File: src/rtl/frp_pkg.sv
// shared types and constants of the framed relay pulse controller
// no dependencies; used by every rtl file of the block

package frp_pkg;

  // relay row
  localparam int RELAY_COUNT = 32;
  localparam int RELAY_W     = 32;
  localparam int RELAY_IDX_W = (RELAY_COUNT > 1) ? $clog2(RELAY_COUNT) : 1;

  // counters and bytes
  localparam int CNT_W    = 16;
  localparam int BYTE_W   = 8;
  localparam int ACTIVE_W = 6;
  localparam logic [CNT_W-1:0] CNT_MAX = '1;

  // framing
  localparam int WIN_LEN = 5;
  localparam logic [BYTE_W-1:0] FRAME_OUTER = 8'h15;
  localparam logic [BYTE_W-1:0] FRAME_INNER = 8'h05;
  localparam logic [1:0]        RELAY_TOP   = 2'b11;

  // configuration registers
  localparam int CFG_ADDR_W = 2;
  localparam int CFG_DATA_W = 16;
  typedef enum logic [CFG_ADDR_W-1:0] {
    REG_PULSE_LENGTH    = 2'd0,
    REG_BLINK_INTERVAL  = 2'd1,
    REG_CONNECT_CODE    = 2'd2,
    REG_DISCONNECT_CODE = 2'd3
  } cfg_reg_t;

  localparam logic [CNT_W-1:0]  PULSE_LENGTH_RST    = 16'd1500;
  localparam logic [CNT_W-1:0]  BLINK_INTERVAL_RST  = 16'd200;
  localparam logic [BYTE_W-1:0] CONNECT_CODE_RST    = 8'hA0;
  localparam logic [BYTE_W-1:0] DISCONNECT_CODE_RST = 8'hA1;

  // item kinds on in_tuser
  localparam logic ACT_BYTE = 1'b0;
  localparam logic ACT_TICK = 1'b1;

  // output packing
  localparam int OUT_DATA_W = 56;

  // per-item control broadcast to the relay row
  typedef struct packed {
    logic                   tick;
    logic                   set;
    logic [RELAY_IDX_W-1:0] sel;
  } relay_ctl_t;

  // result fields travelling down the output pipeline
  typedef struct packed {
    logic [RELAY_W-1:0] relay_on;
    logic               link_up;
    logic               led_level;
    logic               frame_seen;
    logic [BYTE_W-1:0]  frame_command;
  } rslt_t;

endpackage

File: src/rtl/frp_win_cell.sv
// one byte cell of the receive window shift chain
// depends on frp_pkg

module frp_win_cell (
  input  logic                      clk,
  input  logic                      rst_n,
  input  logic                      shift_en,
  input  logic [frp_pkg::BYTE_W-1:0] d,
  output logic [frp_pkg::BYTE_W-1:0] q
);

  logic [frp_pkg::BYTE_W-1:0] byte_r;
  logic [frp_pkg::BYTE_W-1:0] byte_nxt;

  always_comb begin
    byte_nxt = shift_en ? d : byte_r;
  end

  always_ff @(posedge clk) begin
    if (!rst_n) begin
      byte_r <= '0;
    end else begin
      byte_r <= byte_nxt;
    end
  end

  assign q = byte_r;

endmodule

File: src/rtl/frp_relay_cell.sv
// one relay cell: on flag and saturating pulse counter
// depends on frp_pkg

module frp_relay_cell (
  input  logic                            clk,
  input  logic                            rst_n,
  input  logic [frp_pkg::RELAY_IDX_W-1:0] cell_idx,
  input  frp_pkg::relay_ctl_t             ctl,
  input  logic [frp_pkg::CNT_W-1:0]       pulse_length,
  output logic                            active
);

  logic                       active_r;
  logic                       active_nxt;
  logic [frp_pkg::CNT_W-1:0]  count_r;
  logic [frp_pkg::CNT_W-1:0]  count_nxt;
  logic [frp_pkg::CNT_W-1:0]  count_inc;

  always_comb begin
    active_nxt = active_r;
    count_nxt  = count_r;
    count_inc  = (count_r == frp_pkg::CNT_MAX) ? count_r : count_r + 1'b1;
    if (ctl.set && (ctl.sel == cell_idx)) begin
      active_nxt = 1'b1;
    end
    if (ctl.tick) begin
      if (active_r) begin
        if (count_inc > pulse_length) begin
          active_nxt = 1'b0;
          count_nxt  = '0;
        end else begin
          count_nxt = count_inc;
        end
      end else begin
        count_nxt = '0;
      end
    end
  end

  always_ff @(posedge clk) begin
    if (!rst_n) begin
      active_r <= 1'b0;
      count_r  <= '0;
    end else begin
      active_r <= active_nxt;
      count_r  <= count_nxt;
    end
  end

  assign active = active_r;

endmodule

File: src/rtl/frp_popcount.sv
// two-stage registered population count of the relay mask
// depends on frp_pkg

module frp_popcount (
  input  logic                          clk,
  input  logic                          en,
  input  logic [frp_pkg::RELAY_W-1:0]   mask,
  output logic [frp_pkg::ACTIVE_W-1:0]  count
);

  localparam int GROUPS = frp_pkg::RELAY_W / 4;

  logic [GROUPS-1:0][2:0]          nib_r;
  logic [GROUPS-1:0][2:0]          nib_nxt;
  logic [frp_pkg::ACTIVE_W-1:0]    sum_r;
  logic [frp_pkg::ACTIVE_W-1:0]    sum_nxt;

  // first stage: ones per nibble
  always_comb begin
    for (int g = 0; g < GROUPS; g++) begin
      nib_nxt[g] = 3'(mask[4*g]) + 3'(mask[4*g+1]) + 3'(mask[4*g+2]) + 3'(mask[4*g+3]);
    end
  end

  // second stage: add the nibble counts
  always_comb begin
    sum_nxt = '0;
    for (int g = 0; g < GROUPS; g++) begin
      sum_nxt = sum_nxt + frp_pkg::ACTIVE_W'(nib_r[g]);
    end
  end

  always_ff @(posedge clk) begin
    if (en) begin
      nib_r <= nib_nxt;
      sum_r <= sum_nxt;
    end
  end

  assign count = sum_r;

endmodule

File: src/rtl/framed_relay_pulse_controller_unit.sv
// top level of the framed relay pulse controller
// depends on frp_pkg, frp_win_cell, frp_relay_cell, frp_popcount

// Each request is a received link byte (in_tuser = 0) or a one millisecond
// tick (in_tuser = 1), and it yields exactly one result. Bytes shift through
// a chain of five byte cells; a frame 0x15,0x05,x,0x05,0x15 makes x the
// command. A command with top bits 11 and low bits n in 1..31 switches on
// relay n-1; a command equal to connect_code or disconnect_code (top bit set)
// raises or drops the link flag, connect winning when both match. Every relay
// is a cell of its own with a saturating counter, and on a tick all active
// cells count in parallel and switch off once past pulse_length. While the
// link is down the LED toggles once its count passes blink_interval. One
// request is taken every clock unless the pipeline stalls; the state updates
// in the accept cycle, and the result passes through stages 2 and 3 beside
// a two-stage registered population count of the relay mask. The pipeline
// stalls as a whole only while a result waits at the output. Configuration
// writes take effect on the next clock and are meant for idle periods.

module framed_relay_pulse_controller_unit (
  input  logic                                 clk,
  input  logic                                 rst_n,
  // configuration write port
  input  logic                                 cfg_we,
  input  logic [frp_pkg::CFG_ADDR_W-1:0]       cfg_addr,
  input  logic [frp_pkg::CFG_DATA_W-1:0]       cfg_wdata,
  // request channel
  input  logic                                 in_tvalid,
  output logic                                 in_tready,
  input  logic [7:0]                           in_tdata,   // [7:0] rx_byte
  input  logic                                 in_tuser,   // [0] action
  // result channel
  output logic                                 out_tvalid,
  input  logic                                 out_tready,
  // [31:0] relay_on, [37:32] active_count, [38] link_up, [39] led_level,
  // [40] frame_seen, [48:41] frame_command, [55:49] zero
  output logic [frp_pkg::OUT_DATA_W-1:0]       out_tdata
);

  // configuration registers
  logic [frp_pkg::CNT_W-1:0]  pulse_length_r;
  logic [frp_pkg::CNT_W-1:0]  blink_interval_r;
  logic [frp_pkg::BYTE_W-1:0] connect_code_r;
  logic [frp_pkg::BYTE_W-1:0] disconnect_code_r;

  always_ff @(posedge clk) begin
    if (!rst_n) begin
      pulse_length_r    <= frp_pkg::PULSE_LENGTH_RST;
      blink_interval_r  <= frp_pkg::BLINK_INTERVAL_RST;
      connect_code_r    <= frp_pkg::CONNECT_CODE_RST;
      disconnect_code_r <= frp_pkg::DISCONNECT_CODE_RST;
    end else if (cfg_we) begin
      case (frp_pkg::cfg_reg_t'(cfg_addr))
        frp_pkg::REG_PULSE_LENGTH:    pulse_length_r    <= cfg_wdata;
        frp_pkg::REG_BLINK_INTERVAL:  blink_interval_r  <= cfg_wdata;
        frp_pkg::REG_CONNECT_CODE:    connect_code_r    <= cfg_wdata[frp_pkg::BYTE_W-1:0];
        frp_pkg::REG_DISCONNECT_CODE: disconnect_code_r <= cfg_wdata[frp_pkg::BYTE_W-1:0];
        default: ;
      endcase
    end
  end

  // pipeline control: the whole pipe moves unless a result is stuck
  logic advance;
  logic accept;
  logic v1_r, v2_r, v3_r;

  assign advance   = !v3_r || out_tready;
  assign in_tready = advance;
  assign accept    = in_tvalid && advance;

  always_ff @(posedge clk) begin
    if (!rst_n) begin
      v1_r <= 1'b0;
      v2_r <= 1'b0;
      v3_r <= 1'b0;
    end else if (advance) begin
      v1_r <= accept;
      v2_r <= v1_r;
      v3_r <= v2_r;
    end
  end

  logic is_tick;
  logic is_byte;
  assign is_tick = accept && (in_tuser == frp_pkg::ACT_TICK);
  assign is_byte = accept && (in_tuser == frp_pkg::ACT_BYTE);

  // receive window: cell 0 holds the oldest byte
  logic [frp_pkg::WIN_LEN-1:0][frp_pkg::BYTE_W-1:0] win_q;

  for (genvar k = 0; k < frp_pkg::WIN_LEN; k++) begin : g_win
    logic [frp_pkg::BYTE_W-1:0] cell_d;
    if (k == frp_pkg::WIN_LEN - 1) begin : g_head
      assign cell_d = in_tdata;
    end else begin : g_body
      assign cell_d = win_q[k+1];
    end
    frp_win_cell u_cell (
      .clk      (clk),
      .rst_n    (rst_n),
      .shift_en (is_byte),
      .d        (cell_d),
      .q        (win_q[k])
    );
  end

  // frame check on the window as it stands after this byte shifts in
  logic                       frame_hit;
  logic [frp_pkg::BYTE_W-1:0] cmd;
  logic                       cmd_live;
  logic [4:0]                 relay_n;
  logic [4:0]                 relay_nm1;
  logic                       relay_hit;

  assign frame_hit = is_byte &&
                     (win_q[1] == frp_pkg::FRAME_OUTER) &&
                     (win_q[2] == frp_pkg::FRAME_INNER) &&
                     (win_q[4] == frp_pkg::FRAME_INNER) &&
                     (in_tdata == frp_pkg::FRAME_OUTER);
  assign cmd       = win_q[3];
  // commands with the top bit clear do nothing
  assign cmd_live  = frame_hit && cmd[7];
  assign relay_n   = cmd[4:0];
  assign relay_nm1 = relay_n - 5'd1;
  assign relay_hit = cmd_live && (cmd[7:6] == frp_pkg::RELAY_TOP) &&
                     (relay_n != 5'd0) &&
                     ({1'b0, relay_n} <= 6'(frp_pkg::RELAY_COUNT));

  // relay row
  frp_pkg::relay_ctl_t         relay_ctl;
  logic [frp_pkg::RELAY_W-1:0] relay_mask;

  assign relay_ctl.tick = is_tick;
  assign relay_ctl.set  = relay_hit;
  assign relay_ctl.sel  = relay_nm1[frp_pkg::RELAY_IDX_W-1:0];

  for (genvar i = 0; i < frp_pkg::RELAY_W; i++) begin : g_relay
    if (i < frp_pkg::RELAY_COUNT) begin : g_cell
      frp_relay_cell u_cell (
        .clk          (clk),
        .rst_n        (rst_n),
        .cell_idx     (frp_pkg::RELAY_IDX_W'(i)),
        .ctl          (relay_ctl),
        .pulse_length (pulse_length_r),
        .active       (relay_mask[i])
      );
    end else begin : g_none
      assign relay_mask[i] = 1'b0;
    end
  end

  // link flag and status led
  logic                       link_r, link_nxt;
  logic                       led_r, led_nxt;
  logic [frp_pkg::CNT_W-1:0]  blink_r, blink_nxt;
  logic [frp_pkg::CNT_W-1:0]  blink_inc;

  always_comb begin
    link_nxt  = link_r;
    led_nxt   = led_r;
    blink_nxt = blink_r;
    blink_inc = (blink_r == frp_pkg::CNT_MAX) ? blink_r : blink_r + 1'b1;
    if (cmd_live) begin
      if (cmd == connect_code_r) begin
        link_nxt = 1'b1;
      end else if (cmd == disconnect_code_r) begin
        link_nxt = 1'b0;
      end
    end
    if (accept) begin
      if (link_nxt) begin
        // link up holds the led dark
        led_nxt   = 1'b0;
        blink_nxt = '0;
      end else if (is_tick) begin
        if (blink_inc > blink_interval_r) begin
          led_nxt   = !led_r;
          blink_nxt = '0;
        end else begin
          blink_nxt = blink_inc;
        end
      end
    end
  end

  always_ff @(posedge clk) begin
    if (!rst_n) begin
      link_r  <= 1'b0;
      led_r   <= 1'b0;
      blink_r <= '0;
    end else begin
      link_r  <= link_nxt;
      led_r   <= led_nxt;
      blink_r <= blink_nxt;
    end
  end

  // per-request frame report, aligned with the updated state
  logic                       seen_r;
  logic [frp_pkg::BYTE_W-1:0] seen_cmd_r;

  always_ff @(posedge clk) begin
    if (accept) begin
      seen_r     <= frame_hit;
      seen_cmd_r <= frame_hit ? cmd : '0;
    end
  end

  // result pipeline: stage 1 is the state itself, stages 2 and 3 carry it
  frp_pkg::rslt_t               s1_rslt;
  frp_pkg::rslt_t               s2_rslt_r;
  frp_pkg::rslt_t               s3_rslt_r;
  logic [frp_pkg::ACTIVE_W-1:0] active_cnt;

  assign s1_rslt.relay_on      = relay_mask;
  assign s1_rslt.link_up       = link_r;
  assign s1_rslt.led_level     = led_r;
  assign s1_rslt.frame_seen    = seen_r;
  assign s1_rslt.frame_command = seen_cmd_r;

  always_ff @(posedge clk) begin
    if (advance) begin
      s2_rslt_r <= s1_rslt;
      s3_rslt_r <= s2_rslt_r;
    end
  end

  frp_popcount u_popcount (
    .clk   (clk),
    .en    (advance),
    .mask  (relay_mask),
    .count (active_cnt)
  );

  assign out_tvalid = v3_r;
  assign out_tdata  = {7'd0,
                       s3_rslt_r.frame_command,
                       s3_rslt_r.frame_seen,
                       s3_rslt_r.led_level,
                       s3_rslt_r.link_up,
                       active_cnt,
                       s3_rslt_r.relay_on};

endmodule

File: config.mk
export PLATFORM = sky130hd
export DESIGN_NAME = framed_relay_pulse_controller_unit
export DESIGN_NICKNAME = d
export VERILOG_FILES = /design/src/rtl/frp_pkg.sv /design/src/rtl/frp_win_cell.sv /design/src/rtl/frp_relay_cell.sv /design/src/rtl/frp_popcount.sv /design/src/rtl/framed_relay_pulse_controller_unit.sv
export SDC_FILE = /design/constraint.sdc
export NUM_CORES = 2
export LEC_CHECK = 0
export BUFFER_PORTS_ARGS = -buffer_cell sky130_fd_sc_hd__buf_4
export CELL_PAD_IN_SITES_DETAIL_PLACEMENT = 0
export CELL_PAD_IN_SITES_GLOBAL_PLACEMENT = 1
export CORE_ASPECT_RATIO = 1.75
export CORE_UTILIZATION = 44
export DETAILED_ROUTE_END_ITERATION = 7
export PLACE_DENSITY_LB_ADDON = 0.2
export SETUP_SLACK_MARGIN = 0.15
export SLEW_MARGIN = 20
export SYNTH_ARGS = -nofsm -noshare
export SYNTH_HDL_FRONTEND = slang
export SYNTH_SLANG_ARGS = --single-unit
File: constraint.sdc
create_clock -name clk -period 7.2 [get_ports clk]
set_input_delay 0.36 -clock clk [delete_from_list [all_inputs] [get_ports clk]]
set_output_delay 0.36 -clock clk [all_outputs]
set_load 0.005 [all_outputs]
---- Word-level counts from Yosys, hierarchy flattened ----
Cells that the tools add are included.
W data, S select, Z words.
word-level totals
  word-level logic and storage cells ...... 564
  register bits ........................... 770
  bits in writable memories ............... 0
  memory bits (read-only) ................. 0
  memories ................................ 0
  bits in latches ......................... 0
  output and inout port bits .............. 58
cells by class
  multipliers ............................. 0
  add/sub/neg operators ................... 65
  magnitude comparators ................... 34
  bitwise logic cells ..................... 1
  shifts and indexed selects .............. 0
  mux-type cells .......................... 234
  reduce and logical (&&, ||, !) cells .... 57
  div/mod/pow operators ................... 0
  eq/ne operators ......................... 74
operator list
  operator                 count
  $mux W16                 100
  $add A16 B1 Y16 const B  33
  $eq A16 B16 Y1 const B   33
  $gt A16 B16 Y1           33
  $mux W1                  134
  $eq A5 B5 Y1 const B     16
  $add A3 B1 Y3            16
  $logic_and A1 B1 Y1      43
  $eq A5 B4 Y1 const B     8
  $add A6 B3 Y6            6
  $eq A5 B3 Y1 const B     4
  $add A1 B1 Y2            8
  $eq A8 B3 Y1 const B     2
  $eq A8 B5 Y1 const B     2
  $eq A8 B8 Y1             2
  $eq A5 B2 Y1 const B     2
  $reduce_and A2 Y1        5
  $eq A2 B2 Y1 const B     3
  $le A5 B6 Y1 const B     1
  $eq A5 B1 Y1 const B     1
  $logic_not A5 Y1         1
  $reduce_bool A5 Y1       1
  $sub A5 B1 Y5 const B    1
  $add A3 B3 Y4            1
  other kinds (7)          9

---- Logic depth before layout (Yosys ltp) ----
  depth after elaboration ................. 17
  gate-level depth with buffers ........... 18

---- Hierarchy ----
Synthesis repeated with hierarchy kept, for this count alone.
second synthesis, totals
  cell total of the unflattened synthesis .. 7492
  area, all modules ....................... 60091.4 µm²
by module, submodules not included
  module                                         area an instance (µm²)  cells each  sequential area each (µm²)  instances
  frp_relay_cell (g_relay[0].g_cell.u_cell ...)  1575.3                  209         340.3                       31
  framed_relay_pulse_controller_unit             6535.0                  552         4234.1                      1
  frp_popcount                                   1950.6                  148         900.9                       1
  frp_relay_cell (g_relay[22].g_cell.u_cell)     1566.5                  213         340.3                       1
  frp_win_cell                                   301.5                   25          160.2                       4

---- Least setup slack after synthesis ----
No wires, ideal clock.
  path type ............................... flip-flop to flip-flop
  start point ............................. register u_popcount.nib_r[0] in the netlist's numbering
  end point ............................... register u_popcount.sum_r, in the netlist u_popcount.count[5] (data pin)
  clock period less this slack ............ 4316 ps
  arrival time ............................ 4058 ps
  setup slack ............................. 2884 ps
  path buffers ............................ 0
  cell stages (with the launch flop) ...... 16
  data required time ...................... 6942 ps
  cells stage by stage .................... edfxtp_1 -> ha_1 -> fa_1 -> xor2_1 -> fa_1 -> inv_1 -> fa_1 -> fa_1 -> inv_1 -> fa_1 -> inv_1 -> fa_1 -> inv_1 -> a21o_1 -> a21oi_1 -> xnor2_1
on the way
  longest elaborated chain between the ends .. 7
ends and longest elaborated chain
  element                                 RTL line            RTL
  from (decl)                             frp_popcount.sv:13  logic [GROUPS-1:0][2:0] nib_r;
  from (signal assigned)                  frp_popcount.sv:35  nib_r <= nib_nxt;
  $add A3 B3 Y4                           frp_popcount.sv:29  sum_nxt = sum_nxt + frp_pkg::ACTIVE_W'(nib_r[g]);
  $add A6 B3 Y6 (6 in a row)              frp_popcount.sv:29
  named net u_popcount.sum_nxt (one bit)  frp_popcount.sv:16  logic [frp_pkg::ACTIVE_W-1:0] sum_nxt;
  to (signal assigned)                    frp_popcount.sv:36  sum_r <= sum_nxt;
  to (decl)                               frp_popcount.sv:15  logic [frp_pkg::ACTIVE_W-1:0] sum_r;
The timed path passes the listed nets, and every way through them passes these cells.
A chain may end at the register's enable or synchronous reset.

---- Worst setup path after layout ----
  start point ............................. register g_relay[26].g_cell.u_cell.count_r[0] in the netlist's numbering
  end point ............................... register g_relay[26].g_cell.u_cell.count_r[9] in the netlist's numbering
on the way
  longest elaborated chain between the ends .. 5
  elaborated cells between the ends (all ways) .. 6
  those cells by class .................... 1 x add/sub; 1 x order compare; 1 x eq/ne; 3 x mux
ends and longest elaborated chain
  element                                                   RTL line              RTL
  from (decl)                                               frp_relay_cell.sv:15  logic [frp_pkg::CNT_W-1:0] count_r;
  from (signal assigned)                                    frp_relay_cell.sv:46  count_r <= count_nxt;
  $add A16 B1 Y16 / $eq A16 B16 Y1 (equally long branches)  frp_relay_cell.sv:22  count_inc = (count_r == frp_pkg::CNT_MAX) ? count_r : count_r + 1'b1;
  $mux W16 *                                                frp_relay_cell.sv:22
  $gt A16 B16 Y1                                            frp_relay_cell.sv:28  if (count_inc > pulse_length) begin
  $mux W16 *                                                frp_relay_cell.sv:28
  $mux W16 *                                                frp_relay_cell.sv:27  if (active_r) begin
Every way passes the cells marked *; elsewhere a longest branch is shown, timed or not.

==> flow_summary.json <==
{
  "result_of_the_run": "finished clean",
  "finalWirelength_um": 164900,
  "synth-edff-count": 125,
  "ratio_of_total_power_to_cell_area_nw_per_um2": 162.6,
  "globalRouteOverflowTotal": 0,
  "min_path_type": "in -> reg",
  "synth-xor-area-share_pct": 5.916,
  "rows": 167,
  "tcrit_tclk_final_pct": 66.70,
  "cpPeakStageDelay_ps": 830,
  "synth.yosys.warnings": 0,
  "cts_htree_levels": 3,
  "grt_usage_pct": 26.72,
  "power.combinational.fraction_pct": 6.5,
  "cell_internal_pwr_mw": 6.951,
  "initial_core_util_pct": 44.53,
  "synthToLayoutAreaGrowth_pct": 9.006,
  "routed_via_density": 6.073,
  "final_util_pct": 48.54,
  "ir_drop_uv": 170.2,
  "synth_area_leader_cell": "sky130_fd_sc_hd__dfxtp_1",
  "post-dp-hpwl_um": 110900,
  "first_global_vias": 45780,
  "post_synth_inst_count": 6144,
  "synth_adder_area_share_pct": 14.80,
  "chipHeight_um": 460.5,
  "worstReg2RegStart": "g_relay[26].g_cell.u_cell.count_r[0]",
  "maxClockFrequency_ghz": 0.2082,
  "io_buffer_count": 82,
  "die_width_um": 264.0,
  "count_of_unresolved_drc_violations_after_routing": 0,
  "clkPwrFrac_pct": 46.0,
  "report.final.setup_viol": 0,
  "drt_pre_antenna_iters": 5,
  "crit_path_cell_trace": "ha_1 > nand3_1 > nor2_1 > nand4_1 > nand2_1 > nor2_1 > xor2_1 > ha_1 > a21oi_1 > nor2_1 > a211oi_1 > o21ai_0 > o31a_1 > nor2_1 > a221o_1",
  "drt-initial-drc-count": 2553,
  "grt_pass1_wl_um": 255600,
  "finalClockSkew_ps": 31.81,
  "combinational_family_with_the_most_area_after_synthesis": "simple AND/OR/NAND/NOR gates",
  "synth.most_common_cell": "sky130_fd_sc_hd__nand2_1",
  "place_congestion": 0.8571,
  "clock_tree_from_tritoncts": "built",
  "design.portCount": 90,
  "post-place-ws_ps": 2241,
  "r2r_slack_ps": 2400,
  "crit_type": "reg -> reg",
  "finalWorstPathRequiredPeriod_ps": 4803,
  "rsz_0062_raised_after_global_routing": "false",
  "timing.final.hold_violations": 0,
  "insertion_delay_ps": 710,
  "yosys_register_bits": 770,
  "aggregate_negative_setup_slack_ps": 0,
  "cts.sinks": 770,
  "critPathRequiredTime_ps": 7820,
  "ys_async_sr_fraction_pct": 0,
  "most_area_consuming_cells_after_synthesis": "sky130_fd_sc_hd__dfxtp_1 24%, sky130_fd_sc_hd__ha_1 14%, sky130_fd_sc_hd__edfxtp_1 7.1%",
  "core_region_area_um2": 118700,
  "hold_depth": 3,
  "ys_seq_area_share_pct": 31.53,
  "synth_top_cells_by_count": "665 x sky130_fd_sc_hd__nand2_1, 645 x sky130_fd_sc_hd__dfxtp_1, 590 x sky130_fd_sc_hd__ha_1",
  "finalNetCount": 6761,
  "pin_count_of_the_biggest_net_entering_global_routing": 96,
  "critical_path_peak_fanout": 14,
  "clockBufferDepth": 3,
  "synth_simple_gate_area_share_pct": 23.10,
  "cts_resized": 0,
  "max_slew_margin_pct": 24.49,
  "postRouteAntennaNets": 0,
  "setup.worst_path.end_class": "flop",
  "power.switching_fraction_pct": 25.79,
  "power.switching_mw": 2.415,
  "cap_violations": 0,
  "clkTransAtPathRegs_ps": 70,
  "cpMostUsedCell": "sky130_fd_sc_hd__nor2_1",
  "hold_start": "in_tvalid",
  "cp-start-kind": "flop",
  "cp_data_arrival_time_ps": 5430,
  "antenna_found_initial": 3,
  "maxSlewViolCount": 0,
  "cpMaxStageDelayCell": "sky130_fd_sc_hd__nor2_1",
  "cts.repair_timing.setup_buffer_count": 0,
  "floorplan.die_area_um2": 121600,
  "worst_hold_path_ep": "v1_r",
  "timing_worst_slew_pin_value_ps": 1133,
  "tritoncts.num_buffers": 80,
  "worstReg2RegEnd": "g_relay[26].g_cell.u_cell.count_r[9]",
  "synthesis.area_per_instance_um2": 8.602,
  "post-synth-top-area-fraction_pct": 24.43,
  "via_count": 46808,
  "area_of_the_mapped_netlist_um2": 52850,
  "ys_dominant_reg_cell": "sky130_fd_sc_hd__dfxtp_1",
  "rr_worst_depth": 15,
  "mean_routed_wirelength_per_cell_um": 21.39,
  "yosysUniqueCellTypes": 104,
  "setup_slack_ps": 2397,
  "layout_cells_sized_above_1_pct": 7.262,
  "power_leakage_nw": 24.37,
  "multiplexer_area_fraction_after_synthesis_pct": 1.510,
  "synth_compound_gate_area_share_pct": 19.58,
  "seq_pwr_share_pct": 47.5,
  "cts.root.buffer_cell": "sky130_fd_sc_hd__clkbuf_16"
}
==> power groups by stage <==
stage | combinational, mW | clock [mW] | sequential (mW)
after global routing | 0.664 | 4.55 | 4.45
after floorplan | 0.339 | 0 | 4.53
after global placement | 0.582 | 0 | 4.55
final | 0.606 | 4.31 | 4.45
after detailed placement | 0.592 | 0 | 4.55
after CTS | 0.606 | 4.42 | 4.45
==> flip-flops by register name (all words and copies together), names as in the netlist, 6 cells and up <==
register / cells
g_relay.g_cell.u_cell.count_r: 512
out_tdata: 43
s2_rslt_r: 43
g_relay.g_cell.u_cell.active: 32
g_win.u_cell.q: 32
u_popcount.nib_r: 24
blink_interval_r: 16
blink_r: 16
pulse_length_r: 16
connect_code_r: 8
disconnect_code_r: 8
seen_cmd_r: 8
u_popcount.count: 6
==> layout make-up <==
class / instances / area, um2
clock inverters: 42 / 414.1
diodes: 3 / 7.507
flip-flops and latches: 770 / 16670
inverters: 192 / 743.2
fillers: 11471 / 61070
multi-input cells: 4915 / 34400
clock buffers: 106 / 2201
repair buffers: 158 / 1274
well taps: 1521 / 1903
==> worst max-delay path by stage <==
stage	startpoint	slack, ps	end	cells past startpoint
6_report	g_relay[26].g_cell.u_cell.count_r[0]	2400	g_relay[26].g_cell.u_cell.count_r[9]	15
2_1_floorplan	u_popcount.nib_r[0]	2880	u_popcount.count[5]	15
4_1_cts	g_relay[13].g_cell.u_cell.count_r[4]	2220	g_relay[13].g_cell.u_cell.count_r[14]	12
3_5_place_dp	g_relay[13].g_cell.u_cell.count_r[4]	2240	g_relay[13].g_cell.u_cell.count_r[14]	12
5_1_grt	g_relay[18].g_cell.u_cell.count_r[0]	1980	g_relay[18].g_cell.u_cell.count_r[6]	15
3_3_place_gp	g_relay[13].g_cell.u_cell.count_r[4]	2290	g_relay[13].g_cell.u_cell.count_r[14]	12
==> layout by cell type, fill, tap and decap left out, drive strengths merged, types with 66 or more instances in the layout <==
master  count
o21ai     208
and2       80
nand2     665
a31oi      66
buf       133
xnor2     285
nand4     284
nand3     305
edfxtp    125
inv       187
a21o      197
a21oi     498
nor3      128
dfxtp     645
a22o      188
and3      140
xor2       72
clkbuf    106
nor2      305
ha        590
==> cell families after synthesis <==
family                     Yosys count
and+or+nand+nor                   2328
muxes                               74
buffers and inverters              465
other                                1
xor gates and xnor gates           357
adders and majority gates          612
DFF                                770
AOI/OAI and AO/OA                 1537
==> worst max-delay path: cells and delay by family, from the launching register on <==
| kind | cells | cell delay [ps] |
|---|---|---|
| simple gates | 7 | 2550 |
| compound gates | 5 | 1170 |
| fa+ha+maj | 2 | 400 |
| flops | 1 | 450 |
| xor+xnor | 1 | 150 |
==> routing by layer <==
metal	vias to the layer above	share of wire, %	GRT usage [%]
met5	-	0	0
met4	0	4.6	13.05
met2	937	51	50.12
li1	22863	-	-
met3	332	3.7	2.554
met1	22676	40	29.84
==> timing repair <==
item / CTS / global route
setup endpoints to repair: 0 / 0
hold buffers: 25 / 0
endpoints found under the hold margin: 59 / 0
==> per-stage QoR <==
step / power (mW) / hold slack (ps) / area, um2 / std cells
floorplan: 4.871 / 400.3 / 52870 / 6150
global placement: 5.128 / 402.1 / 54720 / 7531
detailed placement: 5.138 / 405.1 / 54720 / 7531
CTS: 9.480 / 18.50 / 57590 / 7704
global route: 9.667 / 98.18 / 57600 / 7705
finish: 9.366 / 63.83 / 57610 / 7707
Note: power is estimated with default switching activity, not from simulation.
